==> config.mk <==
export PLATFORM = sky130hd
export DESIGN_NAME = svp_queue
export DESIGN_NICKNAME = d
export VERILOG_FILES = /design/src/rtl/core/svp_pkg.sv /design/src/rtl/core/svp_queue.sv
export SDC_FILE = /design/constraint.sdc
export NUM_CORES = 1
export LEC_CHECK = 0
export CAP_MARGIN = 10
export CORE_MARGIN = 2
export CORE_UTILIZATION = 35
export DETAILED_ROUTE_END_ITERATION = 12
export DONT_BUFFER_PORTS = 1
export PLACE_DENSITY = 0.49
export REMOVE_ABC_BUFFERS = 1
export SYNTH_ARGS = -nofsm -noshare
export SYNTH_HDL_FRONTEND = slang
export SYNTH_SLANG_ARGS = --single-unit
==> constraint.sdc <==
create_clock -name clk -period 12.2 [get_ports clk]
set_input_delay 1.22 -clock clk [delete_from_list [all_inputs] [get_ports clk]]
set_output_delay 1.22 -clock clk [all_outputs]
set_load 0.01 [all_outputs]
==> src/rtl/core/svp_pkg.sv <==
// Shared types, constants and helpers of the sphere voxel painter.
// Depends on nothing; the front end, queue, back end and top level import it.
package svp_pkg;

  localparam int IDX_W     = 9;
  localparam int COORD_W   = 32;
  localparam int STEP_W    = 21;
  localparam int RECIP_W   = 31;
  localparam int RAD_W     = 21;
  localparam int R2_W      = 40;
  localparam int VOX_W     = 6;
  localparam int SAT_W     = 22;
  localparam int SQ_W      = 44;
  localparam int REG_IDX_W = 3;
  localparam int CFG_W     = 32;

  localparam logic [SAT_W-1:0] AXIS_SAT = SAT_W'(1 << 21);

  localparam logic [REG_IDX_W-1:0] REG_ORIGIN_X      = 3'd0;
  localparam logic [REG_IDX_W-1:0] REG_ORIGIN_Y      = 3'd1;
  localparam logic [REG_IDX_W-1:0] REG_ORIGIN_Z      = 3'd2;
  localparam logic [REG_IDX_W-1:0] REG_GRID_STEP     = 3'd3;
  localparam logic [REG_IDX_W-1:0] REG_GRID_RECIP    = 3'd4;
  localparam logic [REG_IDX_W-1:0] REG_ENABLE_STATUS = 3'd5;
  localparam logic [REG_IDX_W-1:0] REG_ENABLE_EPS    = 3'd6;

  localparam logic CMD_PAINT = 1'b0;
  localparam logic CMD_READ  = 1'b1;

  typedef struct packed {
    logic signed [COORD_W-1:0] origin_x;
    logic signed [COORD_W-1:0] origin_y;
    logic signed [COORD_W-1:0] origin_z;
    logic [STEP_W-1:0]         step;
    logic [RECIP_W-1:0]        recip;
    logic                      en_status;
    logic                      en_eps;
  } cfg_t;

  typedef struct packed {
    logic                      cmd;
    logic signed [COORD_W-1:0] cx;
    logic signed [COORD_W-1:0] cy;
    logic signed [COORD_W-1:0] cz;
    logic [R2_W-1:0]           r2;
    logic [2:0][IDX_W-1:0]     lo;
    logic [2:0][IDX_W-1:0]     hi;
    logic                      oob;
  } item_t;

  typedef struct packed {
    logic valid;
    logic centre;
    logic eps_x;
    logic eps_y;
    logic eps_z;
  } res_t;

  function automatic logic [SAT_W-1:0] sat_abs(input logic signed [35:0] d);
    logic [35:0] a;
    a = d[35] ? 36'(-d) : 36'(d);
    if (a > 36'(AXIS_SAT)) begin
      return AXIS_SAT;
    end
    return a[SAT_W-1:0];
  endfunction

endpackage

==> src/rtl/core/svp_queue.sv <==
// Two-entry request queue between the front and back ends.
// Uses svp_pkg.
module svp_queue (
  input  logic           clk,
  input  logic           rst,
  input  logic           push,
  input  svp_pkg::item_t din,
  output logic           full,
  input  logic           pop,
  output svp_pkg::item_t dout,
  output logic           empty
);
  import svp_pkg::*;

  item_t      mem [2];
  logic       wp;
  logic       rp;
  logic [1:0] count;

  assign full  = (count == 2'd2);
  assign empty = (count == 2'd0);
  assign dout  = mem[rp];

  always_ff @(posedge clk) begin
    if (rst) begin
      wp    <= 1'b0;
      rp    <= 1'b0;
      count <= '0;
    end else begin
      if (push) wp <= ~wp;
      if (pop) rp <= ~rp;
      count <= count + 2'(push) - 2'(pop);
    end
  end

  always_ff @(posedge clk) begin
    if (push) begin
      mem[wp] <= din;
    end
  end
endmodule

# ---- Word-level counts from Yosys, hierarchy flattened
# Memory sizes are Yosys's and may differ from the RTL's. A register that Yosys moved wholly into a read port is not among the register bits.
# Cells that the tools add are included.
dict set report totals {
  ff_bits 4
  mem_bits_rw 384
  inputBits 196
  output_inout_bits 194
  elab_cells 14
  memories 1
}
# name words word_bits read_ports rd_ports_with_merged_regs wr line
set mem_list {}
lappend mem_list {mem 2 192 1 1 1 svp_queue.sv:15} ;# item_t mem [2];
dict set report classes {
  n_addsub 2
  n_eq_ne 1
  n_mux 4
  n_bitwise 2
  reduce_logical 1
}
# cell n
set op_table {}
lappend op_table {{$mux 1} 4}
lappend op_table {{$add 2x1->2} 1}
lappend op_table {{$eq 2x2->1 const B} 1}
lappend op_table {{$logic_not 2->1} 1}
lappend op_table {{$not 1->1} 2}
lappend op_table {{$sub 2x1->2} 1}

# ---- Depth between registers and ports, before layout
# Gate-level depths: netlist of the first run.
dict set report logic_depth {
  ltp_word 3
  depth_mapped 6
  mapped_depth_nobuf 6
}

# ---- Least setup slack after synthesis of the first run
# No wires, ideal clock.
dict set report synth_timing {
  path_type {input-to-reg}
  from {in push}
  to {mem mem[0][0] (netlist bit) (enable)}
  setup_time_ps 770
  t_arrival_ps 9502
  required_time_ps 11430
  path_slack_ps 1928
  stages 1
  path_buffers 0
  cell_sequence {nor2b_1}
}
dict set report synth_between {
  elab_chain_len 2
}
# item line
set synth_rtl {}
lappend synth_rtl {{from (decl)} svp_queue.sv:6} ;# input logic push,
lappend synth_rtl {{$mux 1} svp_queue.sv:37} ;# if (push) begin
lappend synth_rtl {{$mux 1 (not written as such)} svp_queue.sv:38} ;# mem[wp] <= din;
lappend synth_rtl {{to (decl)} svp_queue.sv:15}
# Every way passes these cells.

==> flow_summary.ini, run 1 <==
[finish]
num_antenna_cells = 0
drive_gt1_share_pct = 38.2
final_cell_mix = edfxtp_1 (384), mux2_2 (192), clkbuf_16 (43)
post-route-util_pct = 40.2
final_common_cell = edfxtp_1
fin_cells = 1205
final_nets = 846
area_growth_pct = 13.1

[sta]
slew_violations = 0
grt_setup_unrepaired = false
hold_viol = 0
period_share_pct = 32.8
worst_pin_slew_ps = 1030
slew_headroom_pct = 31.6
clock_skew_ps = 25.2
fmax_mhz = 250
finalSetupViolations = 0
tns_ps = 0
finalCriticalPeriod_ps = 4000
worst_slack_ps = 8200

[detailed_routing]
routed_via_density = 4.74
wl_per_cell_um = 23.2
firstDrtPassIters = 4
routed-via-count = 5712
antenna_left = 0
wl_um = 27900
drt_iter0_markers = 197
drc = 0

[global_route]
grtUsageTotal_pct = 12.8
grt_first_pass_wirelength_um = 39300
grt_overflow_total = 0
antenna_found_initial = 1
grt_max_degree = 90
first_global_vias = 6165

[floorplanning]
fp-row-count = 73
die_y_um = 205
fp.dieArea_mm2 = 0.0420
num_io_pins = 390
dieWidth_um = 205
start_util_pct = 35.5
coreArea_mm2 = 0.0398

[clock_network]
cts_inserted_buffers = 41
hold_buffers = 0
tritoncts = built
ctsResizeCount = 0
clk_latency_ps = 550
htree_levels = 2
clock-sinks = 389
clk_pin_slew_ps = 50
root_buffer = clkbuf_16
cts_buffer_depth = 3
postCtsSetupBuffers = 0

[placement]
numPortBuffers = 0
dpl.hpwl_um = 18600
dp.cells = 1129
place_congestion = 0.762
place_ws_ps = 8010

[yosys]
synth-seq-cells = 389
syn_inst = 618
yosysWarnings = 0
synth_cell_type_count = 12
netlist_area_mm2 = 0.0141
synth-seq-area-share_pct = 82.3
avgSynthCellArea_um2 = 22.9

[setup_path]
cp-start-kind = flip-flop
cp_max_fo = 75
required_ps = 10980
cp-end-kind = output port
reg2reg_slack_ps = 9200
path_class = flip-flop to output port
arrival_ps = 2780

[pwr]
p_per_area_mw_per_mm2 = 189
vdd_drop_max_mv = 0.135
p_leak_nw = 5.13

[outcome]
outcome = completed

[job]
drv_cap = 0

[min_path]
hold_path.class = flip-flop to flip-flop
flip-flops by register name, indices dropped and copies added (netlist names), named ones only:
register / cells
wp: 1
mem: 384
count: 2
rp: 1
synth_stat cells:
cell      number  area share [%]
edfxtp_1     384              82
mux2_2       192              15
buf_6         20             1.6
dfxtp_1        5            0.71
nor2_1         5            0.13
nor2b_1        3            0.13
ha_1           2            0.18
inv_1          2           0.053
xnor2_1        2            0.12
and2_1         1           0.044
buf_2          1           0.035
xnor3_1        1            0.16
worst max-delay path, cell delays in order (launching register included):
cell and delay (ps):
dfxtp_4 780, buf_4 850, mux2_2 480
final cells by class:
type / instances / area, µm²
clock inverters: 24 / 229
inverters: 2 / 7.51
clock buffers: 51 / 1110
flip-flops and latches: 389 / 11600
multi-input cells: 206 / 2280
well taps: 525 / 657
repair buffers: 8 / 80.1
fillers: 3508 / 23800
cell families after synthesis:
family	Yosys count	share of synthesized area [%]
and+or+nand+nor	9	0.310
buffers and inverters	23	1.68
DFF	389	82.3
xor gates and xnor gates	3	0.283
muxes	192	15.3
adders and majority gates	2	0.177
per-stage QoR:
step	cell area (µm²)	power, mW	hold slack (ps)
finish	16000	3.02	527
global route	16000	3.14	582
CTS	16000	3.08	536
detailed placement	14600	1.84	520
global placement	14600	1.83	497
floorplan	13900	1.81	480
final timing paths:
check,startpoint,endpoint,cells past startpoint
max,flip-flop,dout[124],2
min,rp,flip-flop,2
max reg2reg,wp,mem[1][152],4
min reg2reg,rp,flip-flop,2
report_power, final:
group / switching [mW] / total [mW] / leakage, nW / internal, mW
sequential: 0.0236 / 1.59 / 3.65 / 1.56
combinational: 0.139 / 0.221 / 0.829 / 0.0820
clock: 0.486 / 1.22 / 0.655 / 0.731
total: 0.649 / 3.02 / 5.13 / 2.38
metal layers:
layer,up-vias,share of wire (%),global-route usage (%)
met5,-,0.047,0
met1,2885,33,12.1
met2,261,51,21.9
met4,2,2.4,5.16
li1,2525,-,-
met3,39,14,8.08
No activity file was read; power rests on OpenSTA's default activity.
==> inputs of run 2 (changes only) <==
- ABC_AREA: default -> 1
- clock period: 12.2 -> 3.97 ns (I/O delays scaled with it)
==> flow_summary.ini, run 2 <==
[outcome]
outcome = completed

[finish]
final_nets = 1049
final_common_cell = edfxtp_1
top_regs = mem (384), count (2)
fill_cells = 3399
top_register = mem
final_area_mm2 = 0.0179
largest_register_ffs = 384
drive_gt1_share_pct = 29.4
post-route-util_pct = 44.9
area_growth_pct = 26.5
final_cell_mix = edfxtp_1 (384), dlygate4sd3_1 (194), mux2_2 (192)

[sta]
hold_slack_ps = 58.8
grt_setup_unrepaired = false
slew_violations = 0
finalCriticalPeriod_ps = 2780
finalSetupViolations = 0
worst_pin_slew_ps = 1120
hold_viol = 0
clock_skew_ps = 8.86
period_share_pct = 70.0
tns_ps = 0
slew_headroom_pct = 25.4
fmax_mhz = 360

[detailed_routing]
firstDrtPassIters = 5
drc = 0
antenna_left = 0
wl_um = 29000
routed-via-count = 6526
wl_per_cell_um = 20.6
drt_iter0_markers = 286
routed_via_density = 4.63

[yosys]
netlist_top_cells_count = edfxtp_1 (384), mux2_2 (192), buf_6 (20)
yosysWarnings = 0
syn_inst = 628
synth_flop_cell = edfxtp_1
synth_top_cell_area_share_pct = 81.5
synth_cell_type_count = 13
synth-seq-cells = 389
synthTopCellsByArea = edfxtp_1 (82%), mux2_2 (15%), buf_6 (1.6%)
yosys.area.top_type = edfxtp_1
netlist_area_mm2 = 0.0141
ys_async_sr_fraction_pct = 0
synth_edf_count = 384
synth.most_common_cell = edfxtp_1
avgSynthCellArea_um2 = 22.5
synth-seq-area-share_pct = 82.2

[min_path]
hold_path.class = input port to flip-flop
hp-start = pop

[placement]
place_congestion = 0.779
placed_area_mm2 = 0.0147
numPortBuffers = 0
dpl.hpwl_um = 18400

[setup_path]
cp-start-kind = flip-flop
cp_max_fo = 94
rr_startpoint = wp
required_ps = 3570
path_class = flip-flop to output port
slowest_stage = dfxtp_4
cp-end-kind = output port
max_stage_delay_ps = 750
arrival_ps = 2380
critPathTopFamily = flip-flops
crit_path_cell_trace = buf_12, mux2_2
crit_buf_inv = 1

[clock_network]
cts_buffer_depth = 3
clk_pin_slew_ps = 60
clk_latency_ps = 540
cts_inserted_buffers = 41
ctsResizeCount = 0
postCtsSetupBuffers = 0
clock-sinks = 389
htree_levels = 2
root_buffer = clkbuf_16
tritoncts = built

[pwr]
p_per_area_mw_per_mm2 = 516
vdd_drop_max_mv = 0.384
p_total_mw = 9.23
p_leak_nw = 5.93

[floorplanning]
fp-row-count = 73
num_io_pins = 390
die_y_um = 205
fp.dieArea_mm2 = 0.0420
start_util_pct = 35.5
coreArea_mm2 = 0.0398
dieWidth_um = 205

[job]
drv_cap = 0

[global_route]
first_global_vias = 7085
grt_first_pass_wirelength_um = 41600
antenna_found_initial = 4
grt_max_degree = 116
grt_overflow_total = 0
grtUsageTotal_pct = 13.2
[run 2: cell count changes after synthesis, sizes merged, moves of 3 or more]
cell / change
nand2: +4
nor2b: -3
nor2: +3
inv: +6
[run 2: cell type report]
cell class	count	area, µm²	area share, %
Clock inverter	24	164	0.916
Timing Repair Buffer	201	2030	11.4
Tap cell	525	657	3.67
Sequential cell	389	11600	65.0
Clock buffer	49	1100	6.14
Antenna cell	4	10.0	0.0559
Inverter	8	37.5	0.210
Multi-Input combinational cell	210	2260	12.6
[run 2: worst paths after layout]
kind / end / cells past startpoint / slack, ps
worst max-delay path: dout[66] / 2 / 1190
worst min-delay path: rp / 2 / 60
worst max register to register: mem[1][28] / 3 / 1890
worst min register to register: wp / 2 / 560
[run 2: cell families after synthesis]
family                     Yosys count  share of synthesized area, %
muxes                              192                          15.3
and+or+nand+nor                     14                         0.389
buffers and inverters               29                          1.84
DFF                                389                          82.2
xor gates and xnor gates             1                        0.0619
adders and majority gates            2                         0.177
AOI/OAI and AO/OA                    1                        0.0353
[run 2: metrics by stage]
step | cells | setup slack (ps)
floorplan | 607 | -5240
global placement | 1139 | 1760
detailed placement | 1139 | 1710
CTS | 1406 | 1100
global route | 1409 | 1040
finish | 1410 | 1190
[run 2: worst reg2reg max path, cell delays in order, from the launching register on]
cell	delay, ps
dfxtp_1	390
nand2_1	160
inv_8	550
buf_4	610
[run 2: routing by layer]
layer | GRT usage, % | vias up | share of wire [%]
li1 | - | 2947 | -
met1 | 13.7 | 3247 | 36
met2 | 22.6 | 265 | 51
met3 | 5.62 | 65 | 9.7
met4 | 6.65 | 2 | 3.6
met5 | 0 | - | 0.048
[run 2: what timing repair did]
item,in CTS,in global routing
endpoints found under the setup margin,0,0
hold endpoints to repair,389,0
hold buffers,194,0
[run 2: power by group]
group	switching [mW]	internal (mW)	total, mW
clock network	1.49	2.09	3.58
registers	0.0666	4.76	4.83
logic	0.454	0.363	0.817
