**src/rtl/core/svp_pkg.sv**
```systemverilog
// Shared types, constants and helpers of the sphere voxel painter.
// Depends on nothing; the front end, queue, back end and top level import it.
package svp_pkg;

  localparam int IDX_W     = 9;
  localparam int COORD_W   = 32;
  localparam int STEP_W    = 21;
  localparam int RECIP_W   = 31;
  localparam int RAD_W     = 21;
  localparam int R2_W      = 40;
  localparam int VOX_W     = 6;
  localparam int SAT_W     = 22;
  localparam int SQ_W      = 44;
  localparam int REG_IDX_W = 3;
  localparam int CFG_W     = 32;

  localparam logic [SAT_W-1:0] AXIS_SAT = SAT_W'(1 << 21);

  localparam logic [REG_IDX_W-1:0] REG_ORIGIN_X      = 3'd0;
  localparam logic [REG_IDX_W-1:0] REG_ORIGIN_Y      = 3'd1;
  localparam logic [REG_IDX_W-1:0] REG_ORIGIN_Z      = 3'd2;
  localparam logic [REG_IDX_W-1:0] REG_GRID_STEP     = 3'd3;
  localparam logic [REG_IDX_W-1:0] REG_GRID_RECIP    = 3'd4;
  localparam logic [REG_IDX_W-1:0] REG_ENABLE_STATUS = 3'd5;
  localparam logic [REG_IDX_W-1:0] REG_ENABLE_EPS    = 3'd6;

  localparam logic CMD_PAINT = 1'b0;
  localparam logic CMD_READ  = 1'b1;

  typedef struct packed {
    logic signed [COORD_W-1:0] origin_x;
    logic signed [COORD_W-1:0] origin_y;
    logic signed [COORD_W-1:0] origin_z;
    logic [STEP_W-1:0]         step;
    logic [RECIP_W-1:0]        recip;
    logic                      en_status;
    logic                      en_eps;
  } cfg_t;

  typedef struct packed {
    logic                      cmd;
    logic signed [COORD_W-1:0] cx;
    logic signed [COORD_W-1:0] cy;
    logic signed [COORD_W-1:0] cz;
    logic [R2_W-1:0]           r2;
    logic [2:0][IDX_W-1:0]     lo;
    logic [2:0][IDX_W-1:0]     hi;
    logic                      oob;
  } item_t;

  typedef struct packed {
    logic valid;
    logic centre;
    logic eps_x;
    logic eps_y;
    logic eps_z;
  } res_t;

  function automatic logic [SAT_W-1:0] sat_abs(input logic signed [35:0] d);
    logic [35:0] a;
    a = d[35] ? 36'(-d) : 36'(d);
    if (a > 36'(AXIS_SAT)) begin
      return AXIS_SAT;
    end
    return a[SAT_W-1:0];
  endfunction

endpackage

```
**src/rtl/core/svp_front.sv**
```systemverilog
// Front end: takes requests and turns each sphere box into clamped voxel indices.
// Uses svp_pkg; feeds svp_queue.
module svp_front #(
  parameter int GRID_DIM = 64
) (
  input  logic                          clk,
  input  logic                          rst,
  input  logic                          accept,
  input  logic                          command,
  input  logic signed [svp_pkg::COORD_W-1:0] center_x,
  input  logic signed [svp_pkg::COORD_W-1:0] center_y,
  input  logic signed [svp_pkg::COORD_W-1:0] center_z,
  input  logic [svp_pkg::RAD_W-1:0]     radius,
  input  logic [svp_pkg::R2_W-1:0]      radius_squared,
  input  logic [svp_pkg::VOX_W-1:0]     voxel_x,
  input  logic [svp_pkg::VOX_W-1:0]     voxel_y,
  input  logic [svp_pkg::VOX_W-1:0]     voxel_z,
  input  svp_pkg::cfg_t                 cfg,
  input  logic                          full,
  output logic                          push,
  output svp_pkg::item_t                item,
  output logic                          busy
);
  import svp_pkg::*;

  typedef enum logic [4:0] {
    F_IDLE = 5'b00001,
    F_SUB  = 5'b00010,
    F_MUL  = 5'b00100,
    F_SUM  = 5'b01000,
    F_PUSH = 5'b10000
  } fstate_t;

  fstate_t            state;
  item_t              it;
  logic [RAD_W-1:0]   rad;
  logic [2:0]         k;
  logic signed [33:0] d_q;
  logic [47:0]        lo_q;
  logic [46:0]        hi_q;
  logic               neg_q;

  logic [1:0]                axis;
  logic signed [COORD_W-1:0] c_sel;
  logic signed [COORD_W-1:0] o_sel;
  logic signed [33:0]        coord;
  logic [64:0]               rnd;
  logic [32:0]               q;
  logic [IDX_W-1:0]          idx;

  assign axis = k[2:1];
  assign busy = (state != F_IDLE);
  assign push = (state == F_PUSH) && !full;
  assign item = it;

  always_comb begin
    unique case (axis)
      2'd0: begin
        c_sel = it.cx;
        o_sel = cfg.origin_x;
      end
      2'd1: begin
        c_sel = it.cy;
        o_sel = cfg.origin_y;
      end
      default: begin
        c_sel = it.cz;
        o_sel = cfg.origin_z;
      end
    endcase
    coord = k[0] ? 34'(c_sel) + 34'(rad) : 34'(c_sel) - 34'(rad);
    rnd   = 65'(lo_q) + (65'(hi_q) << 17) + (65'd1 << 31);
    q     = rnd[64:32];
    if (neg_q) begin
      idx = '0;
    end else if (q > 33'(GRID_DIM - 1)) begin
      idx = IDX_W'(GRID_DIM - 1);
    end else begin
      idx = IDX_W'(q);
    end
  end

  always_ff @(posedge clk) begin
    if (rst) begin
      state <= F_IDLE;
    end else begin
      unique case (state)
        F_IDLE: if (accept) state <= (command == CMD_READ) ? F_PUSH : F_SUB;
        F_SUB:  state <= F_MUL;
        F_MUL:  state <= F_SUM;
        F_SUM:  state <= (k == 3'd5) ? F_PUSH : F_SUB;
        F_PUSH: if (!full) state <= F_IDLE;
        default: state <= F_IDLE;
      endcase
    end
  end

  always_ff @(posedge clk) begin
    if (state == F_IDLE && accept) begin
      it.cmd   <= command;
      it.cx    <= center_x;
      it.cy    <= center_y;
      it.cz    <= center_z;
      it.r2    <= radius_squared;
      it.lo[0] <= IDX_W'(voxel_x);
      it.lo[1] <= IDX_W'(voxel_y);
      it.lo[2] <= IDX_W'(voxel_z);
      it.oob   <= (32'(voxel_x) >= 32'(GRID_DIM)) || (32'(voxel_y) >= 32'(GRID_DIM)) ||
                  (32'(voxel_z) >= 32'(GRID_DIM));
      rad      <= radius;
      k        <= '0;
    end
    if (state == F_SUB) begin
      d_q <= coord - 34'(o_sel);
    end
    if (state == F_MUL) begin
      neg_q <= d_q[33];
      lo_q  <= 48'(d_q[16:0]) * 48'(cfg.recip);
      hi_q  <= 47'(d_q[32:17]) * 47'(cfg.recip);
    end
    if (state == F_SUM) begin
      if (k[0]) begin
        it.hi[axis] <= idx;
      end else begin
        it.lo[axis] <= idx;
      end
      k <= k + 3'd1;
    end
  end
endmodule

```
**config.mk**
```make
export PLATFORM = sky130hd
export DESIGN_NAME = svp_front
export DESIGN_NICKNAME = d
export VERILOG_FILES = /design/src/rtl/core/svp_pkg.sv /design/src/rtl/core/svp_front.sv
export SDC_FILE = /design/constraint.sdc
export NUM_CORES = 2
export LEC_CHECK = 0
export BUFFER_PORTS_ARGS = -buffer_cell sky130_fd_sc_hd__buf_4
export CAP_MARGIN = 30
export CORE_UTILIZATION = 40
export DETAILED_ROUTE_END_ITERATION = 7
export HOLD_SLACK_MARGIN = 0.06
export SLEW_MARGIN = 5
export SYNTH_ARGS = -nofsm -noshare
export SYNTH_HDL_FRONTEND = slang
export SYNTH_SLANG_ARGS = --single-unit
```
**constraint.sdc**
```tcl
create_clock -name clk -period 6.9 [get_ports clk]
set_input_delay 1.38 -clock clk [delete_from_list [all_inputs] [get_ports clk]]
set_output_delay 1.38 -clock clk [all_outputs]
set_load 0.01 [all_outputs]
```
* Word level (Yosys, flattened, before mapping)
Index checks and enable logic that the tools add are counted.
W data, S select, Z words.
** Storage, ports and cells
- Bits in read-only memories :: 0
- Bits in latches :: 0
- Memory bits (writable) :: 0
- Bits in registers :: 350
- Memories kept :: 0
** Cells by class
- Reductions and logical operators :: 8
- Div/mod/pow operators :: 0
- Multipliers :: 2
- Muxes and demuxes :: 20
- Eq/ne operators :: 10
- Bitwise operators :: 0
- Shifts and indexed selects :: 0
- Order comparisons :: 3
- Add/subtract/negate cells :: 6
** Operator list (number)
- $pmux W32 S2 :: 2
- $mux W27 :: 3
- $add A48 B64 Y65 :: 1
- $add A65 B32 Y65 const B :: 1
- $bwmux W27 :: 2
- $mux W54 :: 1
- $mul A17 B31 Y48 :: 1
- $mul A16 B31 Y47 :: 1
- $mux W34 :: 1
- $sub A34 B32 Y34 :: 1
- $add A32 B22 Y33 :: 1
- $gt A33 B6 Y1 const B :: 1
- $sub A32 B22 Y33 :: 1
- $mux W9 :: 3
- $pmux W5 S5 :: 1
- $mux W5 :: 4
- $demux W9 S2 :: 1
- $mux W3 :: 2
- $eq A5 B1 Y1 const B :: 1
- $eq A5 B2 Y1 const B :: 1
- $eq A5 B3 Y1 const B :: 1
- $eq A5 B4 Y1 const B :: 1
- $eq A5 B5 Y1 const B :: 1
- $ne A5 B1 Y1 const B :: 1
- 11 further kinds :: 15

* Depth between registers and ports, before layout
- Depth after elaboration :: 8
- Gate-level depth with buffers :: 28

* Least setup slack after synthesis
OpenSTA, ideal clock, no wires.
- Path kind :: in2reg
- From :: in cfg[12] (netlist bit)
- To :: reg lo_q[46] (data pin)
- Data arrival time :: 7181 ps
- Setup slack :: -542 ps
- Path buffers :: 1
- Setup time :: 261 ps
- Stages on the path :: 22
- Cell sequence :: clkbuf_1 nand2_1 fa_1 fa_1 fa_1 fa_1 inv_1 fa_1 inv_1 fa_1 inv_1 ha_1 o211ai_1 a21oi_1 a211oi_1 a21oi_1 nand4_1 a31oi_1 nor2_1 a2111oi_1 a31oi_1 a311o_1
** On the way
- Longest elaborated chain between the ends :: 1
** RTL lines
- start: declaration :: line svp_front.sv:18 : input svp_pkg::cfg_t cfg,
- $mul A17 B31 Y48 :: line svp_front.sv:118 : lo_q <= 48'(d_q[16:0]) * 48'(cfg.recip);
- end signal: assignment :: line svp_front.sv:118
- end: declaration :: line svp_front.sv:39 : logic [47:0] lo_q;
Every way passes these cells.
A chain may end at the register's enable or synchronous reset.

* Final worst setup path
- From :: in cfg[9] (netlist bit)
- To :: reg hi_q[46] (data pin)
** On the way
- Longest elaborated chain between the ends :: 1
** RTL lines
- $mul A16 B31 Y47 :: line svp_front.sv:119 : hi_q <= 47'(d_q[32:17]) * 47'(cfg.recip);
- end signal: assignment :: line svp_front.sv:119
- end: declaration :: line svp_front.sv:40 : logic [46:0] hi_q;
Every way passes these cells.

==> impl_results.md <==
* Status: completed
* Setup Viol. Count Final at 0
* Max Cap Violations at 0
* Worst hold endpoint: item[45]$_DFF_P_
* Arrival time at the worst endpoint at 7.27 ns
* Worst Skew at 0.0423 ns
* CP Data Required Time at 7.31 ns
* Hpwl dp at 121000 µm
* R2r setup slk at 0.18 ns
* Clk pin slew, worst setup/hold paths at 0.06 ns
* CTS tree: done
* Yosys cell types at 90
* First-pass GRT wire length at 226000 µm
* Final Max Tran Viols at 0
* 1st-pass router iterations at 6
* Bufs on Longest Clock Path at 3
* Antenna Nets Post-Route at 0
* Final period utilization at 0.994
* Die Y at 353 µm
* Layout cell share with drive strength beyond 1 at 0.202
* GRT Overall Usage at 0.233
* FP Rows at 128
* Cell Area, Synth at 49300 µm²
* 1st-iter DRT viols at 2218
* Rel. slew slack at 0.330
* Synth Flop Type: edfxtp_1
* Tmin final at 6.86 ns
* Worst r2r src: d_q[25]$_DFFE_PP_
* Actual slew at the worst max-slew pin at 0.998 ns
* Drt total wl at 147000 µm
* TritonCTS Buffers at 44
* Die area at 125000 µm²
* Clock Latency Late Sink at 0.63 ns
* Setup_tns at 0 ns
* Warnings from Yosys at 0
* Min-delay src: item[45]$_DFF_P_
* Hold depth at 1
* Largest net degree at the start of global routing at 155
* Antenna violations before repair at 10
* IO Pins at 524
* FFs w/ async S/R, synth at 0
* Syn Inst Count at 5233
* Max Fclk at 146 MHz
* Biggest area consumer among synthesized cells: fa_1
* Die width at 353 µm
* H-Tree Depth at 2
* RSZ-0062 raised after global routing: yes
* Sequential element share of the synthesized area at 0.196
* Setup crit start kind: input port
* Fillers at 11400
* Synth top area cells: fa_1, edfxtp_1, ha_1, inv_1, nand2_1
* WL per Instance at 19.0 µm
* Number of global-route vias before repair at 40900
* Setup crit end kind: register
* Final Hold Viols at 0
* Crit-path max FO at 18
* Seq cells post-synth at 333
* Post-synth EDFFs at 301
* CP Class: in -> reg
* Vias/cell at 5.01
* Worst hold path class: reg -> reg
* Starting Density at 0.404
* Gr ovfl total at 0
* Core Area at 122000 µm²
* Post-route DRC at 0
* Quantity of I/O buffers inserted on ports at 499
* P&R area growth vs syn at 24.0%
* R2r endpoint: hi_q[46]$_DFFE_PN_
* Post-Route Utilization at 0.501
* NumNets Final at 7566
* FF-to-FF path depth at 22
* Syn Area/Cell at 9.43 µm²
* CTS sink count at 333
* DR vias at 38500
* Root Buffer: clkbuf_16
* Setup crit start: cfg[9]
* GPL Wtd Cong at 0.902
* Share of the synthesized area in the top cell type at 0.340
-- sequential cells by signal, summed over array words and instances, names as in the netlist, named ones only --
signal and flops:
item 164, d_q 34, state 5, k 3
hi_q 47, rad 21, lo_q 31, neg_q 1
-- metal layers --
| layer | part of all wire | global-route usage |
|---|---|---|
| met5 | 0.000082 | 0 |
| met4 | 0.029 | 0.0665 |
| met3 | 0.065 | 0.0398 |
| met2 | 0.50 | 0.410 |
| met1 | 0.41 | 0.292 |
-- synthesized netlist by cell type, types with 8 or more instances --
cell	n
or2_2	10
nor4_1	8
inv_1	1019
mux2i_1	71
nand2b_1	21
a31oi_1	45
xor2_1	53
o21ai_0	118
a211oi_1	12
nor2b_1	19
o211ai_1	16
o21ai_1	9
edfxtp_1	301
o21a_1	20
clkbuf_1	225
fa_1	838
nand3_1	41
xnor2_1	102
nand2_1	795
and2_1	415
a21o_1	62
dfxtp_1	32
nand4_1	18
ha_1	367
nor2_1	162
and3_1	29
nor3_1	45
o21bai_1	28
a21oi_1	195
buf_1	9
-- layout make-up --
cell class | count | area, µm² | share of cell area
sequential | 333 | 9680 | 0.158
multi-input combinational | 3645 | 35700 | 0.583
inverter | 1020 | 3830 | 0.0627
clock buffer | 54 | 1160 | 0.0189
clock inverter | 28 | 332 | 0.00542
antenna | 1 | 2.50 | 0.0000409
tap | 1625 | 2030 | 0.0332
timing repair buffer | 987 | 8440 | 0.138
-- logic make-up after synthesis --
logic type / count (synthesis) / synth area share
simple gates: 1601 / 0.154
buf+inv: 1264 / 0.0968
fa+ha+maj: 1205 / 0.433
compound gates: 602 / 0.0773
flops: 333 / 0.196
xor+xnor: 155 / 0.0275
mux: 72 / 0.0146
other cells: 1 / 0.0000760
-- layout by cell type, fill, tap and decap left out, drive strengths merged, types with 6 or more instances in the layout --
master	instances
o31ai	7
a21oi	197
o21bai	28
and3	30
buf	981
nor4	10
ha	367
a31oi	47
o311ai	6
nand2	796
fa	838
nor2b	19
a2111oi	9
inv	1026
clkinv	18
nand2b	22
clkbuf	60
a21o	62
o21ai	127
edfxtp	301
or2	10
o211ai	16
xor2	53
xnor2	102
dfxtp	32
nor2	162
a211oi	15
and2	416
conb	10
nand4	18
nand3	43
or3	6
mux2i	71
a21boi	7
o21a	20
nor3	45
-- worst max path at each step --
stage	slack [ns]	endpoint	cells past startpoint
4_1_cts	0.003	lo_q[44]$_DFFE_PN_	22
3_3_place_gp	-0.98	hi_q[45]$_DFFE_PN_	23
5_1_grt	-0.10	hi_q[46]$_DFFE_PN_	22
2_1_floorplan	-0.1	hi_q[44]$_DFFE_PN_	21
3_5_place_dp	-1.13	hi_q[39]$_DFFE_PN_	22
6_report	0.04	hi_q[46]$_DFFE_PN_	23
-- metrics by stage --
stage / worst slack, ns / cell area [µm²] / hold slack (ns) / cells
floorplan: -0.0983 / 49800 / 0.400 / 5242
global placement: -0.984 / 58400 / 0.472 / 7571
detailed placement: -1.13 / 58400 / 0.472 / 7572
CTS: 0.00268 / 60100 / 0.486 / 7657
global route: -0.101 / 61200 / 0.497 / 7693
finish: 0.0415 / 61200 / 0.483 / 7693
-- worst max-delay path: stages --
cell      delay, ns
buf_12         0.14
buf_8          0.15
buf_4          0.12
and2_1         0.13
fa_1           0.51
fa_1           0.45
fa_1           0.54
fa_2           0.45
fa_1           0.49
inv_1          0.05
fa_1           0.53
inv_1          0.06
ha_2           0.17
a21o_1         0.20
a21oi_2        0.12
o21bai_1       0.11
a221o_1        0.33
a31o_2         0.26
a221o_1        0.33
a31oi_4        0.27
o21ai_2        0.12
nor4bb_4       0.18
a311oi_1       0.19
-- what timing repair did --
action                     4_1_cts  5_1_grt
hold buffers                     0        0
hold endpoints to repair         0        0
pin swaps                       23       69
resized for setup               44      156
setup buffers                    3       29
setup endpoints to repair       32       36
cloned                           0        6
Power is not shown: default switching activity piles up to over one toggle a cycle in this logic, so the estimate is an artifact.
